==> src/design/pidff_pkg.sv <==
`default_nettype none
package pidff_pkg;

    // Fixed data path widths.
    localparam int DATA_BITS = 16;
    localparam int FRAC_BITS = 8;
    localparam int ACC_BITS  = 32;
    localparam int GAIN_BITS = 16;
    localparam int CFG_BITS  = 16;
    localparam bit INVERTED  = 1'b0;

    // Error, error difference and the wide working width that holds every
    // exact product and the sum of four accumulator terms.
    localparam int ERR_BITS  = DATA_BITS + 1;
    localparam int DIFF_BITS = ERR_BITS + 1;
    localparam int WIDE_BITS = GAIN_BITS + DIFF_BITS + 2;

    typedef logic [1:0]                  func_t;
    typedef logic [2:0]                  reg_idx_t;
    typedef logic        [GAIN_BITS-1:0] gain_t;
    typedef logic signed [DATA_BITS-1:0] data_t;
    typedef logic signed [ERR_BITS-1:0]  err_t;
    typedef logic signed [DIFF_BITS-1:0] diff_t;
    typedef logic signed [ACC_BITS-1:0]  acc_t;
    typedef logic signed [WIDE_BITS-1:0] wide_t;

    localparam func_t FUNC_SAMPLE  = 2'd0;
    localparam func_t FUNC_ENABLE  = 2'd1;
    localparam func_t FUNC_DISABLE = 2'd2;

    localparam reg_idx_t REG_GAIN_P    = 3'd0;
    localparam reg_idx_t REG_GAIN_I    = 3'd1;
    localparam reg_idx_t REG_GAIN_D    = 3'd2;
    localparam reg_idx_t REG_GAIN_F    = 3'd3;
    localparam reg_idx_t REG_DRIVE_MIN = 3'd4;
    localparam reg_idx_t REG_DRIVE_MAX = 3'd5;
    localparam reg_idx_t REG_INTEG_MIN = 3'd6;
    localparam reg_idx_t REG_INTEG_MAX = 3'd7;

    localparam data_t DATA_MIN = {1'b1, {(DATA_BITS-1){1'b0}}};
    localparam data_t DATA_MAX = {1'b0, {(DATA_BITS-1){1'b1}}};
    localparam acc_t  ACC_MIN  = {1'b1, {(ACC_BITS-1){1'b0}}};
    localparam acc_t  ACC_MAX  = {1'b0, {(ACC_BITS-1){1'b1}}};

    typedef struct packed {
        func_t func;
        data_t setpoint;
        data_t measurement;
        data_t preload;
    } in_beat_t;

    typedef struct packed {
        data_t drive;
        acc_t  p_term;
        acc_t  i_term;
        acc_t  d_term;
        acc_t  f_term;
    } out_beat_t;

    typedef struct packed {
        gain_t gain_p;
        gain_t gain_i;
        gain_t gain_d;
        gain_t gain_f;
        data_t drive_min;
        data_t drive_max;
        data_t integ_min;
        data_t integ_max;
    } cfg_t;

    // Second stage payload: saturated P, D and F terms and the raw integral
    // increment, plus the preload for an enable.
    typedef struct packed {
        acc_t  p_term;
        wide_t i_prod;
        acc_t  d_term;
        acc_t  f_term;
        data_t preload;
    } stage2_t;

    typedef struct packed {
        acc_t p_term;
        acc_t i_term;
        acc_t d_term;
        acc_t f_term;
    } terms_t;

    typedef struct packed {
        logic running;
        logic gains_zero;
    } front_stat_t;

    // Saturate a wide signed value to the accumulator width.
    function automatic acc_t sat_acc(input wide_t x);
        acc_t r;
        if (!x[WIDE_BITS-1] && (|x[WIDE_BITS-2:ACC_BITS-1])) begin
            r = ACC_MAX;
        end else if (x[WIDE_BITS-1] && !(&x[WIDE_BITS-2:ACC_BITS-1])) begin
            r = ACC_MIN;
        end else begin
            r = x[ACC_BITS-1:0];
        end
        return r;
    endfunction

endpackage
`default_nettype wire

==> src/design/pidff_cfg_regs.sv <==
`default_nettype none
module pidff_cfg_regs (
    input  wire logic                              aclk,
    input  wire logic                              aresetn,
    input  wire logic                              cfg_valid,
    input  wire pidff_pkg::reg_idx_t               cfg_index,
    input  wire logic [pidff_pkg::CFG_BITS-1:0]    cfg_data,
    output pidff_pkg::cfg_t                        cfg
);

    pidff_pkg::cfg_t cfg_reg;
    pidff_pkg::cfg_t cfg_next;

    always_comb begin
        cfg_next = cfg_reg;
        if (cfg_valid) begin
            unique case (cfg_index)
                pidff_pkg::REG_GAIN_P:
                    cfg_next.gain_p = cfg_data[pidff_pkg::GAIN_BITS-1:0];
                pidff_pkg::REG_GAIN_I:
                    cfg_next.gain_i = cfg_data[pidff_pkg::GAIN_BITS-1:0];
                pidff_pkg::REG_GAIN_D:
                    cfg_next.gain_d = cfg_data[pidff_pkg::GAIN_BITS-1:0];
                pidff_pkg::REG_GAIN_F:
                    cfg_next.gain_f = cfg_data[pidff_pkg::GAIN_BITS-1:0];
                pidff_pkg::REG_DRIVE_MIN:
                    cfg_next.drive_min = cfg_data[pidff_pkg::DATA_BITS-1:0];
                pidff_pkg::REG_DRIVE_MAX:
                    cfg_next.drive_max = cfg_data[pidff_pkg::DATA_BITS-1:0];
                pidff_pkg::REG_INTEG_MIN:
                    cfg_next.integ_min = cfg_data[pidff_pkg::DATA_BITS-1:0];
                pidff_pkg::REG_INTEG_MAX:
                    cfg_next.integ_max = cfg_data[pidff_pkg::DATA_BITS-1:0];
                default: cfg_next = cfg_reg;
            endcase
        end
    end

    always_ff @(posedge aclk) begin
        if (!aresetn) begin
            cfg_reg.gain_p    <= '0;
            cfg_reg.gain_i    <= '0;
            cfg_reg.gain_d    <= '0;
            cfg_reg.gain_f    <= '0;
            cfg_reg.drive_min <= pidff_pkg::DATA_MIN;
            cfg_reg.drive_max <= pidff_pkg::DATA_MAX;
            cfg_reg.integ_min <= pidff_pkg::DATA_MIN;
            cfg_reg.integ_max <= pidff_pkg::DATA_MAX;
        end else begin
            cfg_reg <= cfg_next;
        end
    end

    assign cfg = cfg_reg;

endmodule
`default_nettype wire

==> config.mk <==
export PLATFORM = sky130hd
export DESIGN_NAME = pidff_cfg_regs
export DESIGN_NICKNAME = d
export VERILOG_FILES = /design/src/design/pidff_pkg.sv /design/src/design/pidff_cfg_regs.sv
export SDC_FILE = /design/constraint.sdc
export NUM_CORES = 1
export LEC_CHECK = 0
export ABC_AREA = 0
export BUFFER_PORTS_ARGS = -buffer_cell sky130_fd_sc_hd__buf_2
export CAP_MARGIN = 20
export CORE_ASPECT_RATIO = 0.7
export CORE_UTILIZATION = 51
export CTS_CLUSTER_DIAMETER = 80
export DETAILED_ROUTE_END_ITERATION = 6
export PLACE_DENSITY_LB_ADDON = 0.2
export SYNTH_ARGS = -nofsm -noshare
export SYNTH_HDL_FRONTEND = slang
export SYNTH_SLANG_ARGS = --single-unit
export TNS_END_PERCENT = 5
==> constraint.sdc <==
create_clock -name aclk -period 1.4 [get_ports aclk]
set_clock_uncertainty 0.2 [all_clocks]
set_input_delay 0.07 -clock aclk [delete_from_list [all_inputs] [get_ports aclk]]
set_output_delay 0.07 -clock aclk [all_outputs]
set_load 0.1 [all_outputs]
# After elaboration in Yosys (flattened, before gate mapping)

Index checks and enable logic that the tools add are counted.

Output and inout port bits: 128
Register bits after elaboration: 128
Logic and storage cells: 24
Input bits: 22

Reductions and logical operators: 9
Equal/unequal tests: 7

Operators with widths:

| kind                                                             | count |
|---|---|
| 2-bit AND reduction                                              | 8 |
| 3-bit == test (second input constant)                            | 4 |
| 3-bit by 2-bit == test with 1-bit output (second input constant) | 2 |
| 3-bit by 1-bit == test with 1-bit output (second input constant) | 1 |
| 3-bit zero test                                                  | 1 |

# Logic depth before layout (Yosys ltp)

Depth in word-level cells: 2
Depth in mapped cells: 5
Mapped depth without buffers: 2

# Worst setup path before layout

No wires, ideal clock.

Path kind: register to register
Start point: register cfg[15] (netlist name)
End point: register cfg_reg, in the netlist cfg[15]
Data required time: 1127 ps
Setup time: 73 ps
Arrival: 1158 ps
Setup slack: -31 ps
Period minus slack after synthesis: 1431 ps
Path buffers: 0
Cell stages (with the launch flop): 3
Path through: dfxtp_1 -> nand2_1 -> mux2i_1

RTL lines:

| what                 | line                 | RTL |
|---|---|---|
| to (signal assigned) | pidff_cfg_regs.sv:50 | `cfg_reg <= cfg_next;` |
| to (decl)            | pidff_cfg_regs.sv:11 | `pidff_pkg::cfg_t cfg_reg;` |

# Final worst setup path

Start point: register cfg_reg, in the netlist cfg[51]
End point: output cfg[51] (netlist bit)

RTL lines:

| what      | line                | RTL |
|---|---|---|
| to (decl) | pidff_cfg_regs.sv:8 | `output pidff_pkg::cfg_t cfg` |

No word-level cell between the ends.

==> impl_results.md <==
- Worst setup path startpoint: cfg[51]$_SDFFE_PN0P_
- Final WS setup: 0.0535 ns
- R2R setup slack: 0.53 ns
- Cell Area, Placed: 5820 µm²
- Ant diodes: 0
- CTS root buf: clkbuf_16
- Vias in the first global route: 3924
- Mapped Nets: 479
- Die width: 118 µm
- WP data arrival: 1.08 ns
- Final WL: 12800 µm
- Max Freq: 0.743 GHz
- Total number of vias: 3864
- Clk buf depth: 2
- Status: complete, no violations
- Crit end category: primary output
- Final instance area: 6900 µm²
- First-pass GRT wire length: 20400 µm
- GRT Total Usage: 0.270
- Rel. slew slack: 0.790
- Reg2reg start: cfg[63]$_SDFFE_PN1P_
- Worst Tran Pin Value: 0.314 ns
- Inserted Clock Buffers: 17
- RSZ-0062 raised after global routing: false
- CP bufs+invs: 1
- Yosys cell types: 16
- Antenna violations before repair: 0
- Initial core utilization: 0.529
- Clock Sinks: 128
- # nets final: 649
- Final Hold Fails: 0
- Antenna viol nets, final: 0
- 1st-iter DRT viols: 187
- Worst hold path class: input pin to flip-flop
- Latest clock arrival within the worst-skew pair: 0.41 ns
- Drt pass-1 iters: 4
- Worst Setup Path Type: flip-flop to primary output
- Maximum VDD drop: 0.000910 V
- Via density: 5.06
- Buffers on Ports: 149
- Largest net degree at the start of global routing: 44
- Critical path cell sequence: buf_4
- Critical Path Sink: cfg[51]
- Critical-path top delay cell: dfxtp_1
- Cell Pwr Density: 1320 nW/µm²
- Core Rows: 29
- Leakage: 3.44 nW
- Vert. Die Dim: 83.4 µm
- Crit share post-route: 0.962
- # setup viols final: 0
- Post-route insts no fill: 764
- Largest stage delay on the critical path: 0.37 ns
- Syn Area/Cell: 10.6 µm²
- Min Tclk post-route: 1.35 ns
- Setup_tns: 0 ns
- Detail Placement HPWL: 8280 µm
- Post-Place Worst Slack: -0.0466 ns
- Fin Hold WS: 0.105 ns
- Num ports: 150
- FF+latch count, synth: 128
- Register area share after synthesis: 0.531
- Die area: 9850 µm²
- Critical path depth in cells: 1
- Congestion Overflow GR: 0
- RR Endpoint: cfg[63]$_SDFFE_PN1P_
- Ys Warns: 0
- Inst Count DP: 714
- DRC Markers: 0
- Critical Path Fanout Max: 2
- Largest register FFs: 128
- R2R depth: 2
- Clk slew on worst S/H paths: 0.05 ns
- Max cap viols: 0
- Max-slew violations: 0
- Startpoint class of the critical path: flip-flop
- Fill count: 635
- Cell Area, Synth: 4820 µm²
- Area Overhead vs Synth: 43.1%
- Critical Path RT: 1.13 ns
- Post-Syn Instances: 457
- TritonCTS clock tree: built
- Ratio of cells with drive above 1 in the final layout: 0.320
- Core Box Area: 9110 µm²
- Max H-tree Level: 4
- CP top delay family: flip-flops
- RD Place Congestion: 0.814
- Drt wl/cell: 16.8 µm
-- worst min-delay path: stages --
cell and delay [ns]:
buf_2 0.08, or4b_1 0.10, buf_4 0.29, mux2i_1 0.11
-- synth_stat cells --
master / instances / area, µm²
nand2_1: 112 / 420
dfxtp_1: 128 / 2560
buf_4: 2 / 15.0
buf_1: 2 / 7.51
nand4bb_1: 2 / 22.5
buf_6: 1 / 11.3
and4b_2: 1 / 11.3
buf_12: 1 / 20.0
buf_2: 13 / 65.1
clkbuf_1: 14 / 52.6
or4b_1: 1 / 10.0
nand4b_1: 2 / 17.5
mux2i_1: 128 / 1280
nor2b_1: 48 / 300
nand4_2: 1 / 12.5
and4bb_2: 1 / 12.5
-- power breakdown --
part	internal [mW]	switching (mW)	leakage (nW)
logic	0.319	0.880	2.13
registers	3.73	0.0472	1.04
clock network	2.58	1.58	0.273
total	6.62	2.51	3.44
-- worst min path at each step --
| stage | start | endpoint | slack, ns | cells past startpoint |
|---|---|---|---|---|
| after detailed placement | cfg_data[8] | cfg[8]$_SDFFE_PN1P_ | 0.16 | 3 |
| after global routing | cfg_index[0] | cfg[113]$_SDFFE_PN0P_ | 0.13 | 4 |
| after CTS | cfg_index[0] | cfg[113]$_SDFFE_PN0P_ | 0.09 | 4 |
| after floorplan | cfg_data[15] | cfg[31]$_SDFFE_PN1P_ | 0.04 | 2 |
| after global placement | cfg_data[15] | cfg[63]$_SDFFE_PN1P_ | 0.15 | 3 |
| final | cfg_index[0] | cfg[113]$_SDFFE_PN0P_ | 0.11 | 4 |
-- what timing repair did --
action | CTS | global route
gates cloned | 0 | 1
resized for setup | 127 | 2
setup buffers | 0 | 0
hold buffers | 17 | 0
hold endpoints to repair | 127 | 0
endpoints found under the setup margin | 127 | 20
-- layer usage --
metal  up-vias  GRT usage  wire (µm)
met2       112      0.451       6210
met3        14     0.0872        787
met5         -          0          0
met1      1877      0.329       5720
met4         0     0.0932        138
li1       1861          -          -
-- layout by cell type, fill, tap and decap left out --
cell           netlist  layout
inv_6                0       1
nor2b_1             48      48
clkbuf_16            0      18
buf_16               0       1
or4b_1               1       1
dlygate4sd3_1        0      17
clkbuf_8             0       3
clkinvlp_4           0       2
nand4b_1             2       2
nand4bb_1            2       2
clkinv_2             0       4
and4b_2              1       1
buf_6                1       1
dfxtp_2              0       6
bufinv_16            0       1
nand4_2              1       1
clkinv_4             0       1
clkbuf_1            14       3
buf_12               1       9
dfxtp_1            128     122
nand2_1            112     112
buf_2               13      20
and4bb_2             1       1
mux2i_1            128     128
buf_4                2     135
-- logic make-up after synthesis --
family | count (synthesis) | share of synthesized area
buf+inv | 33 | 0.0355
mux | 128 | 0.266
flops | 128 | 0.531
simple gates | 168 | 0.167
-- area by class of cell --
cell class,count,area [µm²],area share
clock buffers,23,478,0.0693
well taps,124,155,0.0225
clock inverters,9,82.6,0.0120
flip-flops and latches,128,2570,0.372
repair buffers,184,1530,0.221
multi-input cells,296,2090,0.303
-- per-stage QoR --
| stage | power, mW | utilization |
|---|---|---|
| finish | 9.13 | 0.758 |
| global route | 9.38 | 0.758 |
| CTS | 9.13 | 0.754 |
| detailed placement | 4.94 | 0.639 |
| global placement | 4.92 | 0.639 |
| floorplan | 4.70 | - |
No activity file was read; power rests on OpenSTA's default activity.
