<file path="config.mk">
export PLATFORM = sky130hd
export DESIGN_NAME = pidff_out
export DESIGN_NICKNAME = d
export VERILOG_FILES = /design/src/design/pidff_pkg.sv /design/src/design/pidff_out.sv
export SDC_FILE = /design/constraint.sdc
export NUM_CORES = 1
export LEC_CHECK = 0
export BUFFER_PORTS_ARGS = -buffer_cell sky130_fd_sc_hd__buf_2
export CORE_MARGIN = 10
export CORE_UTILIZATION = 30
export CTS_BUF_LIST = sky130_fd_sc_hd__clkbuf_4
export DETAILED_ROUTE_END_ITERATION = 10
export PLACE_DENSITY = 0.53
export RECOVER_POWER = 50
export SLEW_MARGIN = 20
export SYNTH_ARGS = -nofsm -noshare
export SYNTH_HDL_FRONTEND = slang
export SYNTH_SLANG_ARGS = --single-unit
</file>
<file path="constraint.sdc">
create_clock -name aclk -period 10.54 [get_ports aclk]
set_clock_uncertainty 0.1 [all_clocks]
set_input_delay 1.581 -clock aclk [delete_from_list [all_inputs] [get_ports aclk]]
set_output_delay 1.581 -clock aclk [all_outputs]
set_load 0.02 [all_outputs]
</file>
<file path="src/design/pidff_pkg.sv">
`default_nettype none
package pidff_pkg;

    // Fixed data path widths.
    localparam int DATA_BITS = 16;
    localparam int FRAC_BITS = 8;
    localparam int ACC_BITS  = 32;
    localparam int GAIN_BITS = 16;
    localparam int CFG_BITS  = 16;
    localparam bit INVERTED  = 1'b0;

    // Error, error difference and the wide working width that holds every
    // exact product and the sum of four accumulator terms.
    localparam int ERR_BITS  = DATA_BITS + 1;
    localparam int DIFF_BITS = ERR_BITS + 1;
    localparam int WIDE_BITS = GAIN_BITS + DIFF_BITS + 2;

    typedef logic [1:0]                  func_t;
    typedef logic [2:0]                  reg_idx_t;
    typedef logic        [GAIN_BITS-1:0] gain_t;
    typedef logic signed [DATA_BITS-1:0] data_t;
    typedef logic signed [ERR_BITS-1:0]  err_t;
    typedef logic signed [DIFF_BITS-1:0] diff_t;
    typedef logic signed [ACC_BITS-1:0]  acc_t;
    typedef logic signed [WIDE_BITS-1:0] wide_t;

    localparam func_t FUNC_SAMPLE  = 2'd0;
    localparam func_t FUNC_ENABLE  = 2'd1;
    localparam func_t FUNC_DISABLE = 2'd2;

    localparam reg_idx_t REG_GAIN_P    = 3'd0;
    localparam reg_idx_t REG_GAIN_I    = 3'd1;
    localparam reg_idx_t REG_GAIN_D    = 3'd2;
    localparam reg_idx_t REG_GAIN_F    = 3'd3;
    localparam reg_idx_t REG_DRIVE_MIN = 3'd4;
    localparam reg_idx_t REG_DRIVE_MAX = 3'd5;
    localparam reg_idx_t REG_INTEG_MIN = 3'd6;
    localparam reg_idx_t REG_INTEG_MAX = 3'd7;

    localparam data_t DATA_MIN = {1'b1, {(DATA_BITS-1){1'b0}}};
    localparam data_t DATA_MAX = {1'b0, {(DATA_BITS-1){1'b1}}};
    localparam acc_t  ACC_MIN  = {1'b1, {(ACC_BITS-1){1'b0}}};
    localparam acc_t  ACC_MAX  = {1'b0, {(ACC_BITS-1){1'b1}}};

    typedef struct packed {
        func_t func;
        data_t setpoint;
        data_t measurement;
        data_t preload;
    } in_beat_t;

    typedef struct packed {
        data_t drive;
        acc_t  p_term;
        acc_t  i_term;
        acc_t  d_term;
        acc_t  f_term;
    } out_beat_t;

    typedef struct packed {
        gain_t gain_p;
        gain_t gain_i;
        gain_t gain_d;
        gain_t gain_f;
        data_t drive_min;
        data_t drive_max;
        data_t integ_min;
        data_t integ_max;
    } cfg_t;

    // Second stage payload: saturated P, D and F terms and the raw integral
    // increment, plus the preload for an enable.
    typedef struct packed {
        acc_t  p_term;
        wide_t i_prod;
        acc_t  d_term;
        acc_t  f_term;
        data_t preload;
    } stage2_t;

    typedef struct packed {
        acc_t p_term;
        acc_t i_term;
        acc_t d_term;
        acc_t f_term;
    } terms_t;

    typedef struct packed {
        logic running;
        logic gains_zero;
    } front_stat_t;

    // Saturate a wide signed value to the accumulator width.
    function automatic acc_t sat_acc(input wide_t x);
        acc_t r;
        if (!x[WIDE_BITS-1] && (|x[WIDE_BITS-2:ACC_BITS-1])) begin
            r = ACC_MAX;
        end else if (x[WIDE_BITS-1] && !(&x[WIDE_BITS-2:ACC_BITS-1])) begin
            r = ACC_MIN;
        end else begin
            r = x[ACC_BITS-1:0];
        end
        return r;
    endfunction

endpackage
`default_nettype wire

</file>
<file path="src/design/pidff_out.sv">
`default_nettype none
module pidff_out (
    input  wire logic               aclk,
    input  wire logic               aresetn,
    input  wire logic               en,
    input  wire logic               s3_emit,
    input  wire pidff_pkg::terms_t  s3,
    input  wire pidff_pkg::cfg_t    cfg,
    output logic                    out_valid,
    output pidff_pkg::out_beat_t    out_data
);

    logic                 out_valid_reg;
    pidff_pkg::out_beat_t out_data_reg;
    pidff_pkg::out_beat_t out_data_next;

    pidff_pkg::wide_t sum;
    pidff_pkg::wide_t sum_signed;
    pidff_pkg::wide_t scaled;
    pidff_pkg::wide_t dmin_w;
    pidff_pkg::wide_t dmax_w;
    pidff_pkg::wide_t dlo;
    pidff_pkg::wide_t dhi;
    pidff_pkg::wide_t clamped;

    assign sum = pidff_pkg::wide_t'(s3.p_term) + pidff_pkg::wide_t'(s3.i_term)
               + pidff_pkg::wide_t'(s3.d_term) + pidff_pkg::wide_t'(s3.f_term);
    assign sum_signed = pidff_pkg::INVERTED ? -sum : sum;
    // Arithmetic shift gives the floor of the division.
    assign scaled = sum_signed >>> pidff_pkg::FRAC_BITS;

    assign dmin_w = pidff_pkg::wide_t'(cfg.drive_min);
    assign dmax_w = pidff_pkg::wide_t'(cfg.drive_max);
    assign dlo    = (dmin_w < dmax_w) ? dmin_w : dmax_w;
    assign dhi    = (dmin_w < dmax_w) ? dmax_w : dmin_w;

    always_comb begin
        clamped = scaled;
        if (clamped > dhi) begin
            clamped = dhi;
        end
        if (clamped < dlo) begin
            clamped = dlo;
        end
    end

    always_comb begin
        out_data_next.drive  = clamped[pidff_pkg::DATA_BITS-1:0];
        out_data_next.p_term = s3.p_term;
        out_data_next.i_term = s3.i_term;
        out_data_next.d_term = s3.d_term;
        out_data_next.f_term = s3.f_term;
    end

    always_ff @(posedge aclk) begin
        if (!aresetn) begin
            out_valid_reg <= 1'b0;
        end else if (en) begin
            out_valid_reg <= s3_emit;
        end
    end

    always_ff @(posedge aclk) begin
        if (en && s3_emit) begin
            out_data_reg <= out_data_next;
        end
    end

    assign out_valid = out_valid_reg;
    assign out_data  = out_data_reg;

endmodule
`default_nettype wire

</file>
# Word-level counts from Yosys, hierarchy flattened
# Cells that the tools add are included.
# W data, S select, Z words.
[word_totals]
reg_bits = 145
latchBits = 0
ram_bits = 0
romBits = 0
in_bits = 260
mem_count = 0
[op_classes]
addsub = 3
n_mul = 0
n_div = 0
order_cmp = 3
eq_ne = 0
shift = 0
mux = 4
bitwise_logic = 0
n_reduce_logical = 1
[ops]
columns = ["op", "count"]
rows = [
  ["$mux W36", 3],
  ["$gt A27 B36 Y1", 1],
  ["$lt A36 B36 Y1", 1],
  ["$add A34 B32 Y35", 1],
  ["$add A33 B32 Y34", 1],
  ["$add A32 B32 Y33", 1],
  ["$lt A16 B16 Y1", 1],
  ["$mux W16", 1],
  ["$logic_and A1 B1 Y1", 1],
]

# Longest topological paths before layout
# Gate-level depths: netlist (run 1).
[logic_depth]
word_depth = 7
ltp_mapped = 33

# Least setup slack after synthesis (run 1)
# Ideal clock, no wire load.
[synth_path]
path_kind = "input port to flip-flop"
start = "in s3[2] (netlist name)"
end = "reg out_data_reg, in the netlist out_data[128], data pin"
setup_ns = 0.259
t_arrival_ns = 9.095
required_ns = 10.181
setup_slack_ns = 1.087
path_stages = 33
path_buffers = 2
cell_sequence = "inv_1 fa_1 inv_1 fa_1 ha_1 nand4b_1 a2111o_1 and3b_1 o31ai_1 a21oi_1 o21ai_1 a21oi_1 xnor2_1 ha_1 nand4_1 or4_1 or3_1 o21a_1 a21bo_4 clkbuf_1 buf_2 nor2_1 a21oi_1 inv_1 ha_1 and3_1 nand3_1 or4_1 nor3b_1 o21ai_0 a41oi_4 mux2i_1 a211o_1"
[synth_via]
elab_chain_cells = 5
[synth_lines]
columns = ["element", "line", "source"]
rows = [
  ["from (decl)", "pidff_out.sv:7", "input wire pidff_pkg::terms_t s3,"],
  ["$add A34 B32 Y35 (*)", "pidff_out.sv:27", "+ pidff_pkg::wide_t'(s3.d_term) + pidff_pkg::wide_t'(s3.f_term);"],
  ["$gt A27 B36 Y1", "pidff_out.sv:39", "if (clamped > dhi) begin"],
  ["$mux W36 (*)", "pidff_out.sv:39", ""],
  ["$lt A36 B36 Y1", "pidff_out.sv:42", "if (clamped < dlo) begin"],
  ["$mux W16 (*)", "pidff_out.sv:42", ""],
  ["named net clamped[0]", "pidff_out.sv:24", "pidff_pkg::wide_t clamped;"],
  ["to (signal assigned)", "pidff_out.sv:65", "out_data_reg <= out_data_next;"],
  ["to (decl)", "pidff_out.sv:14", "pidff_pkg::out_beat_t out_data_reg;"],
]
# The timed path passes the listed nets; every way through them passes the cells marked *.
# A chain may end at the register's enable or synchronous reset.

# Final worst setup path (run 1)
[layout_path]
start = "in s3[2] (netlist name)"
end = "reg out_data_reg, in the netlist out_data[142], data pin"
# The elaborated chain is that of the path after synthesis.

==> results of run 1 <==
where the power goes:
group / leakage, nW / switching, W / internal (W)
combinational: 4.22 / 0.000957 / 0.000646
sequential: 1.36 / 0.0000145 / 0.000729
clock: 0.149 / 0.000222 / 0.000146
total: 5.73 / 0.00119 / 0.00152
layer usage:
layer / vias up / global-route usage, % / part of all wire (%)
met5: - / 0 / 0.045
met4: 2 / 3.36 / 0.87
met3: 13 / 4.66 / 6.8
met2: 202 / 23.5 / 49
met1: 3526 / 17.2 / 44
li1: 3693 / - / -
final cells by class:
cell class / instances / area, um2
Antenna cell: 4 / 10.0
Sequential cell: 145 / 4340
Clock inverter: 13 / 138
Clock buffer: 19 / 143
Fill cell: 3411 / 20400
Timing Repair Buffer: 317 / 1480
Tap cell: 442 / 553
Multi-Input combinational cell: 525 / 4840
Inverter: 208 / 781
worst max-delay path: cells and delay by family:
kind / cells / cell delay (ns)
AOI/OAI and AO/OA: 10 / 2.66
buffers and inverters: 6 / 0.80
muxes: 1 / 0.29
and+or+nand+nor: 9 / 2.38
xor gates and xnor gates: 1 / 0.19
adders and majority gates: 5 / 1.90
cell usage in the layout (no fill, tap or decap), types with 3 or more instances in the layout:
cell type and count:
clkinvlp_4 3, nor2b_1 8, a21bo_2 4, xnor2_1 11, o21a_1 10, o211ai_1 4, nand3_1 13, diode_2 4
o21ai_0 18, clkbuf_4 19, nand2_1 38, clkbuf_1 107, ha_1 100, clkinv_2 4, fa_1 64, nor4_1 4
nand4_1 10, xor2_1 11, or3_1 4, and4_1 4, a21oi_1 63, a211oi_1 7, o21bai_1 6, a21o_1 13
mux2i_1 30, buf_4 9, o21ai_1 4, nand2b_1 6, and2_1 3, a221oi_1 3, nor3_1 5, buf_2 201
inv_1 208, o31ai_1 3, nor2_1 43, edfxtp_1 144
metrics by stage:
step	util, %	instance area (um2)	worst slack (ns)	total power (W)
2_1_floorplan	-	10000	1.09	0.00192
3_3_place_gp	37.1	12100	0.417	0.00237
3_5_place_dp	37.1	12100	0.388	0.00238
4_1_cts	37.9	12400	1.11	0.00277
5_1_grt	37.6	12300	0.474	0.00299
6_report	37.6	12300	1.03	0.00272
path summary, 6_finish.rpt:
check | startpoint | endpoint | slack (ns) | cells after the start
min reg2reg | out_valid$_SDFFE_PN0P_ | out_valid$_SDFFE_PN0P_ | 0.51 | 2
min | out_valid$_SDFFE_PN0P_ | out_valid$_SDFFE_PN0P_ | 0.51 | 2
max reg2reg | out_valid$_SDFFE_PN0P_ | out_valid$_SDFFE_PN0P_ | 9.73 | 2
max | s3[2] | out_data[142]$_DFFE_PP_ | 1.03 | 32
cells in the mapped netlist, drive strengths merged (6+ instances only):
library cell / number / area [um2]
a21o: 13 / 97.6
o21bai: 6 / 45.0
a211oi: 7 / 52.6
nor2b: 8 / 50.1
o21ai: 22 / 110
mux2i: 30 / 300
edfxtp: 144 / 4320
fa: 64 / 1280
a21oi: 64 / 320
nand3: 13 / 65.1
ha: 100 / 1250
nor2: 43 / 161
xnor2: 11 / 96.3
inv: 208 / 781
nand2b: 7 / 46.3
o21a: 10 / 75.1
nand2: 38 / 143
nand4: 10 / 62.6
xor2: 11 / 96.3
cells by family after synthesis:
logic type	Yosys count	share of synthesized area, %
buffers and inverters	218	8.25
adder cells (fa/ha/maj)	164	25.3
AO/OA/AOI/OAI	155	10.3
AND/OR/NAND/NOR	151	7.43
flip-flops	145	43.4
multiplexers	33	3.34
XOR/XNOR	22	1.93
==> metrics.txt, run 1 <==
outcome=finished with violations; failing checks=capacitance limit, slew limit; Starting Density=a little under a third; Net count, final=1638; Chip Width=slightly above 200 um; first-pass GRT wire length=44.8 mm; synth unique cells=60; CTS resizes=0; final WL=28.9 mm; Antenna Nets Post-Route=0; Placed Cells=around 1600; Post-Syn Nets=between 1000 and 1500; Startpoint Class=primary input; post-synthesis sequential area ratio=a little over two fifths; Worst-Skew Late Latency=roughly 0.60 ns; DP HPWL=24.6 mm; count of final max-slew check failures=73; fraction of registers with async set/reset=0%; dominant synthesized flop cell=edfxtp_1; input/output buffers=approximately 300; fmax=between 100 and 150 MHz; detailed-route vias per instance=~4.4; Cell Area, Synth=10000 um2; Synth Register Bits=145; Area Growth Syn to Fin=22.8%; Post-synth EDFFs=144; DR DRC count=0; Power Dens Cells=roughly 220 nW/um2; total CTS buffers=17; DRT iter0 DRCs=roughly 270; CP endpoint kind=flip-flop; RSZ-0062 raised after global routing=no; post-route insts no fill=about 1700; CTS sink count=145; Die H=203 um; # rows=66; worst endpoint data arrival time=9.85 ns; Min Hold Slack=0.507 ns; Max-Cap Viols=1; # setup viols final=0; Final Hold Viols=0; largest net degree at the start of global routing=75; Clock transition at path regs=approximately 0.13 ns; Root Driver=clkbuf_4; GRT Overall Usage=roughly 14%; relative slew slack=-222%; initial antenna violation count=4; Period Utilization, post-route=about nine tenths; Max stage delay cell, worst path=or4_1; max incr delay on CP=roughly 0.6 ns; setup TNS=0 ns; CTS Hold Buffers Added=0; layout cell share with drive strength beyond 1=a little over a fifth; worst min path class=reg -> reg; CTS tree=built; Max rail drop VDD=around 0.10 mV; yosys warns=0; Die Footprint=41100 um2; Tightest Pin Transition=roughly 4.8 ns; vias in the first global route=approximately 7900; synthesized area per cell=approximately 11 um2; Final min period=9.51 ns; Routability Congestion=just over 0.8; max FFs per register=~140; Post-CTS Setup Bufs=0; clock tree buffer depth=2; leakage=5.73 nW; total vias in the final route=7436; IO Pins=405; Setup CP Type=in -> reg; GR Overflow Total=0; routed length per instance=around 17 um; H-tree depth=4; Detailed Routing Iterations Pass 1=6; CP Max Fanout=38; Critical Path RT=approximately 11 ns; Core Box Area=32700 um2; Syn Inst Count=slightly below 900
Power figures use the tool's default switching activity.
==> run 2: changes to the inputs <==
- RECOVER_POWER: 50 -> unset
==> run 2 against run 1 <==
  * The run now ends clean
  * Critical path type unchanged
  * Count of clock-buffer cells in the layout is the same
  * Core utilization grew 0.42 points
  * Largest power group unchanged
  * Sequential cell count is the same
  * Combinational power is essentially flat
  * Maximum frequency grew 0.68%
  * Sequential share of layout area shrank 0.39 points
  * Die area is the same
  * Hold slack lost 0.0050 ns
  * Register-to-register slack gained 0.02 ns
  * Final cell count is the same
  * Critical path depth grew 1
==> metrics.txt, run 2 (synthesis gave the netlist of run 1 again) <==
outcome=completed (was finished with violations); Root Driver=clkbuf_4 (unchanged); Final min period=9.45 ns (was 9.51 ns); leakage=6.03 nW (was 5.73 nW); count of final max-slew check failures=0 (was 73); Setup CP Type=in -> reg (unchanged); Die H=203 um (unchanged); initial antenna violation count=4 (unchanged); CTS tree=built (unchanged); commonest non-fill, non-tap cell in the layout=buf_2 (was inv_1); FF-to-FF path depth=2 (unchanged); CTS sink count=145 (unchanged); Max rail drop VDD=0.102 mV (was 0.101 mV); pre-CTS WS=0.388 ns (unchanged); total power=0.00272 W (about the same); worst min path class=reg -> reg (unchanged); Post-CTS Setup Bufs=0 (unchanged); CTS Hold Buffers Added=0 (unchanged); clock tree buffer depth=2 (unchanged); first-pass GRT wire length=44.8 mm (unchanged); final WL=28.9 mm (about the same); detailed-route vias per instance=4.43 (was 4.44); DP HPWL=24.6 mm (unchanged); Core Box Area=32700 um2 (unchanged); IO Pins=405 (unchanged); Detailed Routing Iterations Pass 1=4 (was 6); Starting Density=30.6% (unchanged); Routability Congestion=0.809 (unchanged); post-placement cell area=12100 um2 (unchanged); worst endpoint data arrival time=9.78 ns (was 9.85 ns); # fillers=3355 (was 3411); max incr delay on CP=0.60 ns (about the same); Startpoint Class=primary input (unchanged); Max stage delay cell, worst path=or4_1 (unchanged); routed length per instance=17.3 um (about the same); Antenna Nets Post-Route=0 (unchanged); DRT iter0 DRCs=277 (was 266); setup TNS=0 ns (unchanged); layout cell share with drive strength beyond 1=29.7% (was 20.9%); Period Utilization, post-route=89.6% (was 90.2%); max FFs per register=144 (unchanged); Max-Cap Viols=0 (was 1); Setup crit end=out_data[142]$_DFFE_PP_ (unchanged); Final WS setup=1.09 ns (was 1.03 ns); relative slew slack=32.1% (was -222%); Chip Width=203 um (unchanged); Worst R2R Start=out_valid$_SDFFE_PN0P_ (unchanged); Area Growth Syn to Fin=24.1% (was 22.8%); fmax=106 MHz (was 105 MHz); Final Hold Viols=0 (unchanged); r2r setup slk=9.75 ns (was 9.73 ns); Reg2Reg Capture Point=out_valid$_SDFFE_PN0P_ (unchanged); total CTS buffers=17 (unchanged); Tightest Pin Transition=1.02 ns (was 4.83 ns); vias in the first global route=7866 (unchanged); Critical Path RT=10.87 ns (about the same); input/output buffers=308 (unchanged); GR Overflow Total=0 (unchanged); DR DRC count=0 (unchanged); CP startpoint=s3[2] (unchanged); total vias in the final route=7418 (was 7436); Power Dens Cells=219 nW/um2 (was 221 nW/um2); CTS resizes=0 (unchanged); CP endpoint kind=flip-flop (unchanged); largest net degree at the start of global routing=75 (unchanged); Final Instance Area=12400 um2 (was 12300 um2); Clock transition at path regs=0.13 ns (about the same); # rows=66 (unchanged); GRT Overall Usage=14.1% (unchanged); H-tree depth=4 (unchanged); RSZ-0062 raised after global routing=no (unchanged); most frequent cells in the layout=buf_2, inv_1, edfxtp_1, ha_1, fa_1 (was inv_1, buf_2, edfxtp_1, clkbuf_1, ha_1); Net count, final=1638 (unchanged); Die Footprint=41100 um2 (unchanged); # setup viols final=0 (unchanged); Worst-Skew Late Latency=0.60 ns (about the same); CP Max Fanout=38 (unchanged)
-- run 2: worst min-delay path by stage --
| stage | end | cells after the start | startpoint | slack [ns] |
|---|---|---|---|---|
| after floorplan | out_valid$_SDFFE_PN0P_ | 2 | out_valid$_SDFFE_PN0P_ | 0.59 |
| after global placement | out_valid$_SDFFE_PN0P_ | 2 | out_valid$_SDFFE_PN0P_ | 0.45 |
| after global routing | out_valid$_SDFFE_PN0P_ | 2 | out_valid$_SDFFE_PN0P_ | 0.54 |
| after detailed placement | out_valid$_SDFFE_PN0P_ | 2 | out_valid$_SDFFE_PN0P_ | 0.47 |
| after CTS | out_valid$_SDFFE_PN0P_ | 2 | out_valid$_SDFFE_PN0P_ | 0.51 |
| final | out_valid$_SDFFE_PN0P_ | 2 | out_valid$_SDFFE_PN0P_ | 0.50 |
-- run 2: cell type report --
cell class / instances / area [um2] / share of cell area [%]
Multi-Input combinational cell: 525 / 4840 / 39.0
Clock buffer: 19 / 143 / 1.15
Tap cell: 442 / 553 / 4.45
Inverter: 208 / 781 / 6.29
Clock inverter: 13 / 138 / 1.11
Sequential cell: 145 / 4340 / 35.0
Antenna cell: 4 / 10.0 / 0.0806
Timing Repair Buffer: 317 / 1610 / 13.0
-- run 2: power breakdown --
group	switching [W]	internal, W	total (W)
Clock	0.000224	0.000146	0.000369
Combinational	0.000957	0.000652	0.00161
Sequential	0.0000145	0.000728	0.000742
Total	0.00119	0.00153	0.00272
-- run 2: worst max-delay path: cells and delay by family --
kind | cells | cell delay [ns]
multiplexers | 1 | 0.29
XOR/XNOR | 1 | 0.19
adder cells (fa/ha/maj) | 5 | 1.95
AO/OA/AOI/OAI | 10 | 2.57
buffers and inverters | 6 | 0.74
AND/OR/NAND/NOR | 10 | 2.43
-- run 2: metal layers --
| metal | up-vias | GRT usage (%) | wire, um |
|---|---|---|---|
| met5 | - | 0 | 13 |
| met4 | 2 | 3.36 | 253 |
| met3 | 13 | 4.66 | 1940 |
| met2 | 195 | 23.5 | 14000 |
| met1 | 3516 | 17.2 | 12700 |
| li1 | 3692 | - | - |
-- run 2: stage by stage --
stage / utilization [%] / instances / hold slack (ns)
after detailed placement: 37.1 / 1637 / 0.474
after CTS: 37.9 / 1669 / 0.508
after global placement: 37.1 / 1637 / 0.455
after global routing: 38.0 / 1672 / 0.540
final: 38.0 / 1673 / 0.502
after floorplan: - / 888 / 0.594
