$ cat config.mk
export PLATFORM = sky130hd
export DESIGN_NAME = pidff_integ
export DESIGN_NICKNAME = d
export VERILOG_FILES = /design/src/design/pidff_pkg.sv /design/src/design/pidff_integ.sv
export SDC_FILE = /design/constraint.sdc
export NUM_CORES = 1
export LEC_CHECK = 0
export BUFFER_PORTS_ARGS = -buffer_cell sky130_fd_sc_hd__buf_2
export CORE_AREA = 2 2 160 162
export DETAILED_ROUTE_END_ITERATION = 7
export DIE_AREA = 0 0 162 164
export GPL_TIMING_DRIVEN = 0
export PLACE_DENSITY = 0.72
export SKIP_LAST_GASP = 1
export SYNTH_ARGS = -nofsm -noshare
export SYNTH_HDL_FRONTEND = slang
export SYNTH_SLANG_ARGS = --single-unit
export TNS_END_PERCENT = 30
$ cat constraint.sdc
create_clock -name aclk -period 22.7 [get_ports aclk]
set_input_delay 1.135 -clock aclk [delete_from_list [all_inputs] [get_ports aclk]]
set_output_delay 1.135 -clock aclk [all_outputs]
set_load 0.02 [all_outputs]
$ cat src/design/pidff_pkg.sv
`default_nettype none
package pidff_pkg;

    // Fixed data path widths.
    localparam int DATA_BITS = 16;
    localparam int FRAC_BITS = 8;
    localparam int ACC_BITS  = 32;
    localparam int GAIN_BITS = 16;
    localparam int CFG_BITS  = 16;
    localparam bit INVERTED  = 1'b0;

    // Error, error difference and the wide working width that holds every
    // exact product and the sum of four accumulator terms.
    localparam int ERR_BITS  = DATA_BITS + 1;
    localparam int DIFF_BITS = ERR_BITS + 1;
    localparam int WIDE_BITS = GAIN_BITS + DIFF_BITS + 2;

    typedef logic [1:0]                  func_t;
    typedef logic [2:0]                  reg_idx_t;
    typedef logic        [GAIN_BITS-1:0] gain_t;
    typedef logic signed [DATA_BITS-1:0] data_t;
    typedef logic signed [ERR_BITS-1:0]  err_t;
    typedef logic signed [DIFF_BITS-1:0] diff_t;
    typedef logic signed [ACC_BITS-1:0]  acc_t;
    typedef logic signed [WIDE_BITS-1:0] wide_t;

    localparam func_t FUNC_SAMPLE  = 2'd0;
    localparam func_t FUNC_ENABLE  = 2'd1;
    localparam func_t FUNC_DISABLE = 2'd2;

    localparam reg_idx_t REG_GAIN_P    = 3'd0;
    localparam reg_idx_t REG_GAIN_I    = 3'd1;
    localparam reg_idx_t REG_GAIN_D    = 3'd2;
    localparam reg_idx_t REG_GAIN_F    = 3'd3;
    localparam reg_idx_t REG_DRIVE_MIN = 3'd4;
    localparam reg_idx_t REG_DRIVE_MAX = 3'd5;
    localparam reg_idx_t REG_INTEG_MIN = 3'd6;
    localparam reg_idx_t REG_INTEG_MAX = 3'd7;

    localparam data_t DATA_MIN = {1'b1, {(DATA_BITS-1){1'b0}}};
    localparam data_t DATA_MAX = {1'b0, {(DATA_BITS-1){1'b1}}};
    localparam acc_t  ACC_MIN  = {1'b1, {(ACC_BITS-1){1'b0}}};
    localparam acc_t  ACC_MAX  = {1'b0, {(ACC_BITS-1){1'b1}}};

    typedef struct packed {
        func_t func;
        data_t setpoint;
        data_t measurement;
        data_t preload;
    } in_beat_t;

    typedef struct packed {
        data_t drive;
        acc_t  p_term;
        acc_t  i_term;
        acc_t  d_term;
        acc_t  f_term;
    } out_beat_t;

    typedef struct packed {
        gain_t gain_p;
        gain_t gain_i;
        gain_t gain_d;
        gain_t gain_f;
        data_t drive_min;
        data_t drive_max;
        data_t integ_min;
        data_t integ_max;
    } cfg_t;

    // Second stage payload: saturated P, D and F terms and the raw integral
    // increment, plus the preload for an enable.
    typedef struct packed {
        acc_t  p_term;
        wide_t i_prod;
        acc_t  d_term;
        acc_t  f_term;
        data_t preload;
    } stage2_t;

    typedef struct packed {
        acc_t p_term;
        acc_t i_term;
        acc_t d_term;
        acc_t f_term;
    } terms_t;

    typedef struct packed {
        logic running;
        logic gains_zero;
    } front_stat_t;

    // Saturate a wide signed value to the accumulator width.
    function automatic acc_t sat_acc(input wide_t x);
        acc_t r;
        if (!x[WIDE_BITS-1] && (|x[WIDE_BITS-2:ACC_BITS-1])) begin
            r = ACC_MAX;
        end else if (x[WIDE_BITS-1] && !(&x[WIDE_BITS-2:ACC_BITS-1])) begin
            r = ACC_MIN;
        end else begin
            r = x[ACC_BITS-1:0];
        end
        return r;
    endfunction

endpackage
`default_nettype wire

$ cat src/design/pidff_integ.sv
`default_nettype none
module pidff_integ (
    input  wire logic               aclk,
    input  wire logic               aresetn,
    input  wire logic               en,
    input  wire logic               s2_emit,
    input  wire logic               s2_load,
    input  wire pidff_pkg::stage2_t s2,
    input  wire pidff_pkg::cfg_t    cfg,
    output logic                    s3_emit,
    output pidff_pkg::terms_t       s3
);

    pidff_pkg::acc_t   integrator_reg;
    pidff_pkg::acc_t   integrator_next;
    logic              s3_emit_reg;
    pidff_pkg::terms_t s3_reg;
    pidff_pkg::terms_t s3_next;

    pidff_pkg::acc_t   imin_s;
    pidff_pkg::acc_t   imax_s;
    pidff_pkg::acc_t   ilo;
    pidff_pkg::acc_t   ihi;
    pidff_pkg::acc_t   acc_sat;
    pidff_pkg::acc_t   acc_clamped;

    assign imin_s = pidff_pkg::acc_t'(cfg.integ_min) <<< pidff_pkg::FRAC_BITS;
    assign imax_s = pidff_pkg::acc_t'(cfg.integ_max) <<< pidff_pkg::FRAC_BITS;
    assign ilo    = (imin_s < imax_s) ? imin_s : imax_s;
    assign ihi    = (imin_s < imax_s) ? imax_s : imin_s;

    assign acc_sat = pidff_pkg::sat_acc(pidff_pkg::wide_t'(integrator_reg) + s2.i_prod);

    // Upper limit first, then lower.
    always_comb begin
        acc_clamped = acc_sat;
        if (acc_clamped > ihi) begin
            acc_clamped = ihi;
        end
        if (acc_clamped < ilo) begin
            acc_clamped = ilo;
        end
    end

    always_comb begin
        integrator_next = integrator_reg;
        if (en && s2_load) begin
            integrator_next = pidff_pkg::sat_acc(
                pidff_pkg::wide_t'(s2.preload) <<< pidff_pkg::FRAC_BITS);
        end else if (en && s2_emit) begin
            integrator_next = acc_clamped;
        end
    end

    always_comb begin
        s3_next.p_term = s2.p_term;
        s3_next.i_term = acc_clamped;
        s3_next.d_term = s2.d_term;
        s3_next.f_term = s2.f_term;
    end

    always_ff @(posedge aclk) begin
        if (!aresetn) begin
            integrator_reg <= '0;
            s3_emit_reg    <= 1'b0;
        end else begin
            integrator_reg <= integrator_next;
            if (en) begin
                s3_emit_reg <= s2_emit;
            end
        end
    end

    always_ff @(posedge aclk) begin
        if (en) begin
            s3_reg <= s3_next;
        end
    end

    assign s3_emit = s3_emit_reg;
    assign s3      = s3_reg;

endmodule
`default_nettype wire

### After elaboration in Yosys (flattened, before gate mapping)

Index checks and enable logic that the tools add are counted.

| storage, ports and cells | value |
|---|---|
| input port bits | 281 |
| flip-flop bits (word level) | 161 |

| operators by class | value |
|---|---|
| magnitude comparators | 3 |
| add/sub/neg operators | 1 |
| reductions and logical operators | 11 |
| multiplexer cells | 9 |

Operators with widths:

| cell | number |
|---|---|
| two-way mux 32 bit | 9 |
| adder 32 x 36 -> 36 bit | 1 |
| greater-than comparator 32 bit | 1 |
| less-than comparator 32 bit | 1 |
| less-than comparator 24 bit | 1 |
| logical AND 1 bit | 5 |
| AND reduction 4 bit | 1 |
| OR reduction 4 bit | 1 |
| logical NOT 1 bit | 3 |
| nonzero test 2 bit | 1 |

### Logic depth before layout (Yosys ltp)

Gate-level depths: netlist of run 1.

| logic depth | value |
|---|---|
| depth after elaboration | 12 |
| depth in mapped cells | 39 |

### Worst setup path before layout of run 1

Ideal clock, no wire load.

| path | value |
|---|---|
| kind | input-to-reg |
| start | input s2[104] (netlist name) |
| end | register s3_reg, in the netlist s3[94], data pin |
| required time | 22,441 ps |
| data arrival time | 8,360 ps |
| path buffers | 7 |
| path slack | 14,081 ps |
| stages | 38 |
| cell sequence | ha_1 > a21oi_1 > o21ai_0 > a311o_1 > or4_1 > o211ai_2 > nor2_1 > o31a_1 > buf_2 > buf_2 > a21oi_1 > inv_1 > ha_1 > a2111oi_0 > o21ai_0 > a31oi_1 > nand3_1 > mux2i_1 > [... 2 more ...] > or3_1 > buf_6 > buf_4 > mux2i_1 > ha_1 > a21o_1 > a21o_1 > a21o_1 > a21oi_1 > o21ai_0 > a31o_2 > o221ai_1 > and2_1 > clkbuf_1 > and3_4 > buf_6 > buf_6 > nor2_1 |

| on the way | value |
|---|---|
| longest elaborated chain between the ends | 10 |
| elaborated cells on any way between the ends | 13 |
| classes of those cells | add/sub: 1; order compare: 2; mux: 4; reduce/logical: 6 |

RTL lines:

| what | line | text |
|---|---|---|
| start, declared | pidff_integ.sv:8 | `input wire pidff_pkg::stage2_t s2,` |
| adder 32 x 36 -> 36 bit (*) | pidff_integ.sv:32 | `assign acc_sat = pidff_pkg::sat_acc(pidff_pkg::wide_t'(integrator_reg) + s2.i_prod);` |
| AND reduction 4 bit | pidff_pkg.sv:98 | `end else if (x[WIDE_BITS-1] && !(&x[WIDE_BITS-2:ACC_BITS-1])) begin` |
| logical NOT 1 bit | pidff_pkg.sv:98 |  |
| logical AND 1 bit | pidff_pkg.sv:98 |  |
| two-way mux 32 bit | pidff_pkg.sv:98 |  |
| two-way mux 32 bit (*) | pidff_pkg.sv:96 | `if (!x[WIDE_BITS-1] && (\|x[WIDE_BITS-2:ACC_BITS-1])) begin` |
| greater-than comparator 32 bit | pidff_integ.sv:37 | `if (acc_clamped > ihi) begin` |
| two-way mux 32 bit (*) | pidff_integ.sv:37 |  |
| less-than comparator 32 bit | pidff_integ.sv:40 | `if (acc_clamped < ilo) begin` |
| two-way mux 32 bit (*) | pidff_integ.sv:40 |  |
| via acc_clamped[30] | pidff_integ.sv:25 | `pidff_pkg::acc_t acc_clamped;` |
| end signal, assigned | pidff_integ.sv:76 | `s3_reg <= s3_next;` |
| end, declared | pidff_integ.sv:17 | `pidff_pkg::terms_t s3_reg;` |

Mark *: on every way through the listed nets, which the timed path passes. The rest lies on a longest branch.
A chain may end at the register's enable or synchronous reset.

### Final worst setup path of run 1

| path | value |
|---|---|
| start | input s2[111] (netlist name) |
| end | register s3_reg, in the netlist s3[70], data pin |

The elaborated chain is that of the path after synthesis.

==> results of run 1 <==
## cells in the mapped netlist (all sizes together), types with 7 or more instances
library cell,n
nor2,66
o221ai,17
a21o,25
edfxtp,128
and3,8
a21oi,103
xor2,15
dfxtp,33
o21ai,65
nand3,17
nand2,68
clkbuf,27
nand4,20
buf,24
o32ai,9
o21a,9
nor4,7
xnor2,15
a211oi,25
a32o,8
inv,52
ha,97
mux2i,41
nor3,54
or3,8
## how the worst max path moves through the flow
stage	from	endpoint	slack (ps)	cells after the start
after floorplan	s2[104]	s3[94]$_DFFE_PP_	14080	38
after global placement	s2[100]	s3[70]$_DFFE_PP_	12230	37
after detailed placement	s2[100]	s3[70]$_DFFE_PP_	12230	37
after CTS	s2[100]	s3[70]$_DFFE_PP_	12660	37
after global routing	s2[111]	s3[70]$_DFFE_PP_	11780	37
final	s2[111]	s3[70]$_DFFE_PP_	12550	37
## worst reg2reg max path, delay by kind of cell, from the launching register on
kind	cells	cell delay (ps)
flip-flops	1	420
AND/OR/NAND/NOR	11	2890
adder cells (fa/ha/maj)	3	830
AO/OA/AOI/OAI	13	2980
buffers and inverters	7	1730
multiplexers	2	690
## per-stage QoR
stage                     hold slack, ps  worst slack, ps
after floorplan                    473.1            14080
after global routing               529.8            11780
after detailed placement           490.8            12230
final                              503.7            12550
after CTS                          505.8            12660
after global placement             481.1            12230
## power by group through the flow
stage | clock (mW) | combinational [mW] | sequential (mW)
2_1_floorplan | 0 | 0.346 | 0.448
3_3_place_gp | 0 | 0.581 | 0.399
3_5_place_dp | 0 | 0.592 | 0.399
4_1_cts | 0.299 | 0.596 | 0.392
5_1_grt | 0.310 | 0.655 | 0.397
6_report | 0.297 | 0.602 | 0.392
## per-layer routing
layer	part of all wire (%)	up-vias	track usage (%)	wire length, um
met2	50	369	47.87	18370
met5	0.035	-	0	13
met1	40	4563	31.98	14610
met4	3.4	2	10.58	1235
li1	-	4635	-	-
met3	6.6	58	4.545	2413
## cells by family (layout without fill, tap and decap cells)
family                     count (synthesis)  after routing
AOI/OAI and AO/OA                        327            327
and+or+nand+nor                          268            268
DFF                                      161            161
buffers and inverters                    104            449
adders and majority gates                 98             98
muxes                                     45             45
xor gates and xnor gates                  30             30
## final cells by class
cell class	instances	area (sq um)
fill	2323	11840
multi-input combinational	768	5425
sequential	161	4504
timing repair buffer	313	1595
clock buffer	18	429.2
tap	330	412.9
buffer	51	245.2
inverter	53	198.9
clock inverter	14	166.4
==> out/qor.csv, run 1 <==
metric,value,unit
status,"complete, no violations",
synth warn,0,
cells after synthesis,1033,
area post-placement,0.01238,sq mm
R2R Setup Slk,12870,ps
largest family of logic cells by synthesized area,compound AO/OA/AOI/OAI gates,
"Distinct cells, synth",76,
grt ovf,0,
GRT Overall Usage,26.73,%
Synth top area share,37.05,%
Post-Route WL,36.65,mm
share of cells above drive strength 1,28.01,%
f_max,98.51,MHz
placer congestion estimate,0.9438,
antenna diode count,0,
Pint,0.7505,mW
Switching Share,41.86,%
part of the power in registers,30.4,%
post-route setup TNS,0,ps
Final Critical Period,10150,ps
Initial Utilization,41.80,%
max incr delay on CP,620,ps
antenna violations before repair,1,
Buffers on Ports,312,
IO Pins,410,
worst rel slew slack,9.239,%
max_cap viols,0,
hold_sp,integrator_reg[6]$_SDFFE_PN0P_,
CTS max path bufs,2,
Worst-Margin Slew,1324,ps
Adder-Cell Fraction of Synth Area,11.89,%
CTS tree,built,
hold path cells,1,
via count,9627,
area delta synth->final,25.10,%
mapped cell area,0.01037,sq mm
Final Hold Violating Endpoints,0,
Net Sw Power,0.5403,mW
first-pass iteration count of the detailed router,6,
DRC violations left,0,
Power Density,99.47,mW/mm^2
Tot Pwr,1.291,mW
Comb power frac,46.6,%
asr flop ratio synth,0,%
die area,0.02657,sq mm
leading area contributor after synthesis,edfxtp_1,
"CP delay by family, top",compound AO/OA/AOI/OAI gates,
Clock Power Share,23.0,%
final worst-path cycle share,44.72,%
Clock Skew,13.99,ps
first-pass GRT wire length,53.65,mm
register area share after synthesis,43.42,%
peak supply drop,0.06389,mV
Post-Syn Nets,1412,
row count,58,
Critical Path End Type,register,
reg2reg start,integrator_reg[31]$_SDFFE_PN0P_,
die width,162,um
xor and xnor area share after synthesis,2.533,%
required time worst endpoint,22820,ps
final setup violating endpoints,0,
CTS Hold Buffers Added,0,
largest cells by area after synthesis,"edfxtp_1, ha_1, dfxtp_1",
Die H,164,um
register bit total from synthesis,161,
"commonest non-fill, non-tap cells in the layout","buf_2, edfxtp_1, a21oi_1",
Clock Latency Late Sink,420,ps
post-route insts no fill,1708,
Synth Area per Inst,10.04,sq um
clk sinks,161,
RSZ-0062 raised after global routing,no,
"commonest non-fill, non-tap cell in the layout",buf_2,
Placed Cells,1676,
final net count,1744,
Crit Path Max Fanout,10,
DRT antenna net count,0,
P_leak,5.777,nW
RR Endpoint,s3[70]$_DFFE_PP_,
Avg WL per Cell,21.46,um
CP Launch Type,input port,
Min-Delay Path Class,register to register,
largest net degree at the start of global routing,104,
Starting DRT DRC Count,881,
fin area,0.01298,sq mm
vias in the first global route,9378,
mux cell area share after synthesis,4.390,%
clock transition at the registers of the reported paths,60,ps
worst reg-to-reg path cell count,36,
HPWL after detailed placement,29.96,mm
Post-synth EDFFs,128,
Critical Path AT,10270,ps
Pins Over Slew Limit,0,
CP Buf/Inv Count,8,
compound-gate portion of the synthesized area,21.11,%
highest-delay cell along the critical path,nor2_1,
H-tree depth,4,
clk root buf,clkbuf_16,
DR vias/cell,5.636,
Main synth FF type,edfxtp_1,
critical path class,input port to register,
PostCTS Resize Cnt,0,
# Post-CTS Setup Buffers,0,
max reg flops,128,
core area,0.02482,sq mm
Layout Utilization,52.29,%
Worst Hold End,integrator_reg[6]$_SDFFE_PN0P_,
CTS buffer count,17,
Synth Area in Simple Gates,12.37,%
Note: power is estimated with default switching activity, not from simulation.
==> inputs of run 2 (changes only) <==
--- a/config.mk
+++ b/config.mk
@@ -10,7 +10,7 @@
 export DETAILED_ROUTE_END_ITERATION = 7
 export DIE_AREA = 0 0 162 164
 export GPL_TIMING_DRIVEN = 0
-export PLACE_DENSITY = 0.72
+export PLACE_DENSITY = 0.75
 export SKIP_LAST_GASP = 1
 export SYNTH_ARGS = -nofsm -noshare
 export SYNTH_HDL_FRONTEND = slang
==> constraint.sdc (replaced) <==
create_clock -name aclk -period 8.15 [get_ports aclk]
set_input_delay 0.4075 -clock aclk [delete_from_list [all_inputs] [get_ports aclk]]
set_output_delay 0.4075 -clock aclk [all_outputs]
set_load 0.02 [all_outputs]
==> out/qor.csv, run 2 (synthesized netlist as in run 1, its figures left out) <==
metric,value,unit,change
Tot Pwr,3.859,mW,+200%
Min-Delay Path Class,input port to register,,
CTS tree,built,,
final worst-path cycle share,99.10,%,
area delta synth->final,33.60,%,
Clock Latency Late Sink,430,ps,about the same
clock transition at the registers of the reported paths,80,ps,+20 ps
Clock Skew,15.00,ps,+1.014 ps
worst rel slew slack,28.30,%,+19 points
GRT Overall Usage,26.87,%,+0.14 points
CTS max path bufs,2,,unchanged
first-pass iteration count of the detailed router,7,,+1
Buffers on Ports,312,,unchanged
largest net degree at the start of global routing,96,,-7.7%
Final Hold Violating Endpoints,0,,unchanged
die area,0.02657,sq mm,unchanged
Worst-Margin Slew,1046,ps,-278.0 ps
Placed Cells,1676,,unchanged
Post-Route WL,37.58,mm,+2.5%
antenna violations before repair,8,,+7
Fin Hold WS,151.7,ps,-352.0 ps
DR vias/cell,5.746,,+1.9%
Power Density,278.4,mW/mm^2,+180%
crit-path most repeated cell,buf_6,,
Die H,164,um,unchanged
clk sinks,161,,unchanged
Critical Path AT,8220,ps,-2050 ps
placer congestion estimate,0.9798,,+3.8%
status,"complete, no violations",,
share of cells above drive strength 1,36.68,%,+8.7 points
CTS Hold Buffers Added,0,,unchanged
Pins Over Slew Limit,0,,unchanged
peak supply drop,0.1519,mV,+140%
DRT antenna net count,0,,unchanged
core area,0.02482,sq mm,unchanged
met1 usage,31.72,%,-0.27 points
final net count,1762,,+1.0%
CP Launch Type,register,,
Critical Path End Type,register,,
Global Route met3 Usage,5.657,%,+1.1 points
grt met2 use,47.21,%,-0.66 points
critical path class,register to register,,
HPWL after detailed placement,29.64,mm,-1.1%
max reg flops,128,,unchanged
Avg WL per Cell,21.75,um,+1.4%
Initial Utilization,41.80,%,unchanged
row count,58,,unchanged
Crit Path Max Fanout,10,,unchanged
post-route insts no fill,1728,,+1.2%
"commonest non-fill, non-tap cell in the layout",buf_2,,
f_max,123.8,MHz,
via count,9929,,+3.1%
CP Buf/Inv Count,10,,+2
first-pass GRT wire length,54.03,mm,+0.72%
Fillers,2226,,-4.2%
Final Critical Period,8076,ps,
vias in the first global route,9426,,+0.51%
H-tree depth,4,,unchanged
RSZ-0062 raised after global routing,yes,,
Starting DRT DRC Count,849,,-3.6%
clk root buf,clkbuf_16,,
Layout Utilization,55.84,%,+3.6 points
GRT busiest layer,met2,,
final setup violating endpoints,0,,unchanged
"commonest non-fill, non-tap cells in the layout","buf_2, edfxtp_1, a21oi_1",,
IO Pins,410,,unchanged
CTS buffer count,17,,unchanged
max_cap viols,0,,unchanged
grt ovf,0,,unchanged
die width,162,um,unchanged
DRC violations left,0,,unchanged
max incr delay on CP,440,ps,-180 ps
"CP delay by family, top",compound AO/OA/AOI/OAI gates,,
highest-delay cell along the critical path,nor3_1,,
required time worst endpoint,8290,ps,-14530 ps
P_leak,5.972,nW,+3.4%
==> run 2: power by group <==
part	total, mW	switching (mW)	internal, mW	leakage (nW)
Clock	0.793	0.381	0.411	0.285
Sequential	1.10	0.0467	1.05	1.53
Combinational	1.97	1.21	0.762	4.16
Total	3.86	1.63	2.22	5.97
==> run 2: area by class of cell <==
type,instances,area [sq um],share of cell area (%)
multi-input cells,768,6026,43.48
flip-flops and latches,161,4513,32.56
repair buffers,340,1823,13.15
clock buffers,17,425.4,3.069
well taps,330,412.9,2.979
plain buffers,42,299.0,2.158
inverters,53,198.9,1.435
clock inverters,15,156.4,1.128
diodes,2,5.005,0.03611
==> run 2: worst paths after layout <==
check                                 start              endpoint  slack, ps  depth (start not counted)
max reg2reg  integrator_reg[9]$_SDFFE_PN0P_      s3[73]$_DFFE_PP_         70                         38
min                                 s2[131]     s3[111]$_DFFE_PP_        150                          1
max          integrator_reg[9]$_SDFFE_PN0P_      s3[73]$_DFFE_PP_         70                         38
min reg2reg            s3_emit$_SDFFE_PN0P_  s3_emit$_SDFFE_PN0P_        480                          2
==> run 2: worst reg2reg max path: cells and delay by family (launching register included) <==
kind	cells	cell delay (ps)
adders and majority gates	3	870
and+or+nand+nor	9	1710
muxes	3	810
AOI/OAI and AO/OA	13	2490
DFF	1	330
buffers and inverters	10	1600
==> run 2: metrics by stage <==
step	instance area [sq um]	setup slack, ps	TNS, ps
final	13860	73.66	0
after global routing	13860	-179.9	-4574
after CTS	13300	-39.90	-420.4
after detailed placement	12380	-1604	-89760
after global placement	12350	-1583	-87280
after floorplan	10370	258.3	0
==> run 2: routing by layer <==
layer	wire length [um]	vias up
met1	14350	4725
met4	1607	8
met3	2943	85
met5	59	-
li1	-	4675
met2	18620	436
==> run 2: what timing repair did <==
item / in CTS / in global routing
buffers inserted: 5 / 22
setup endpoints to repair: 64 / 64
gates resized for setup: 79 / 111
pin swaps: 9 / 32
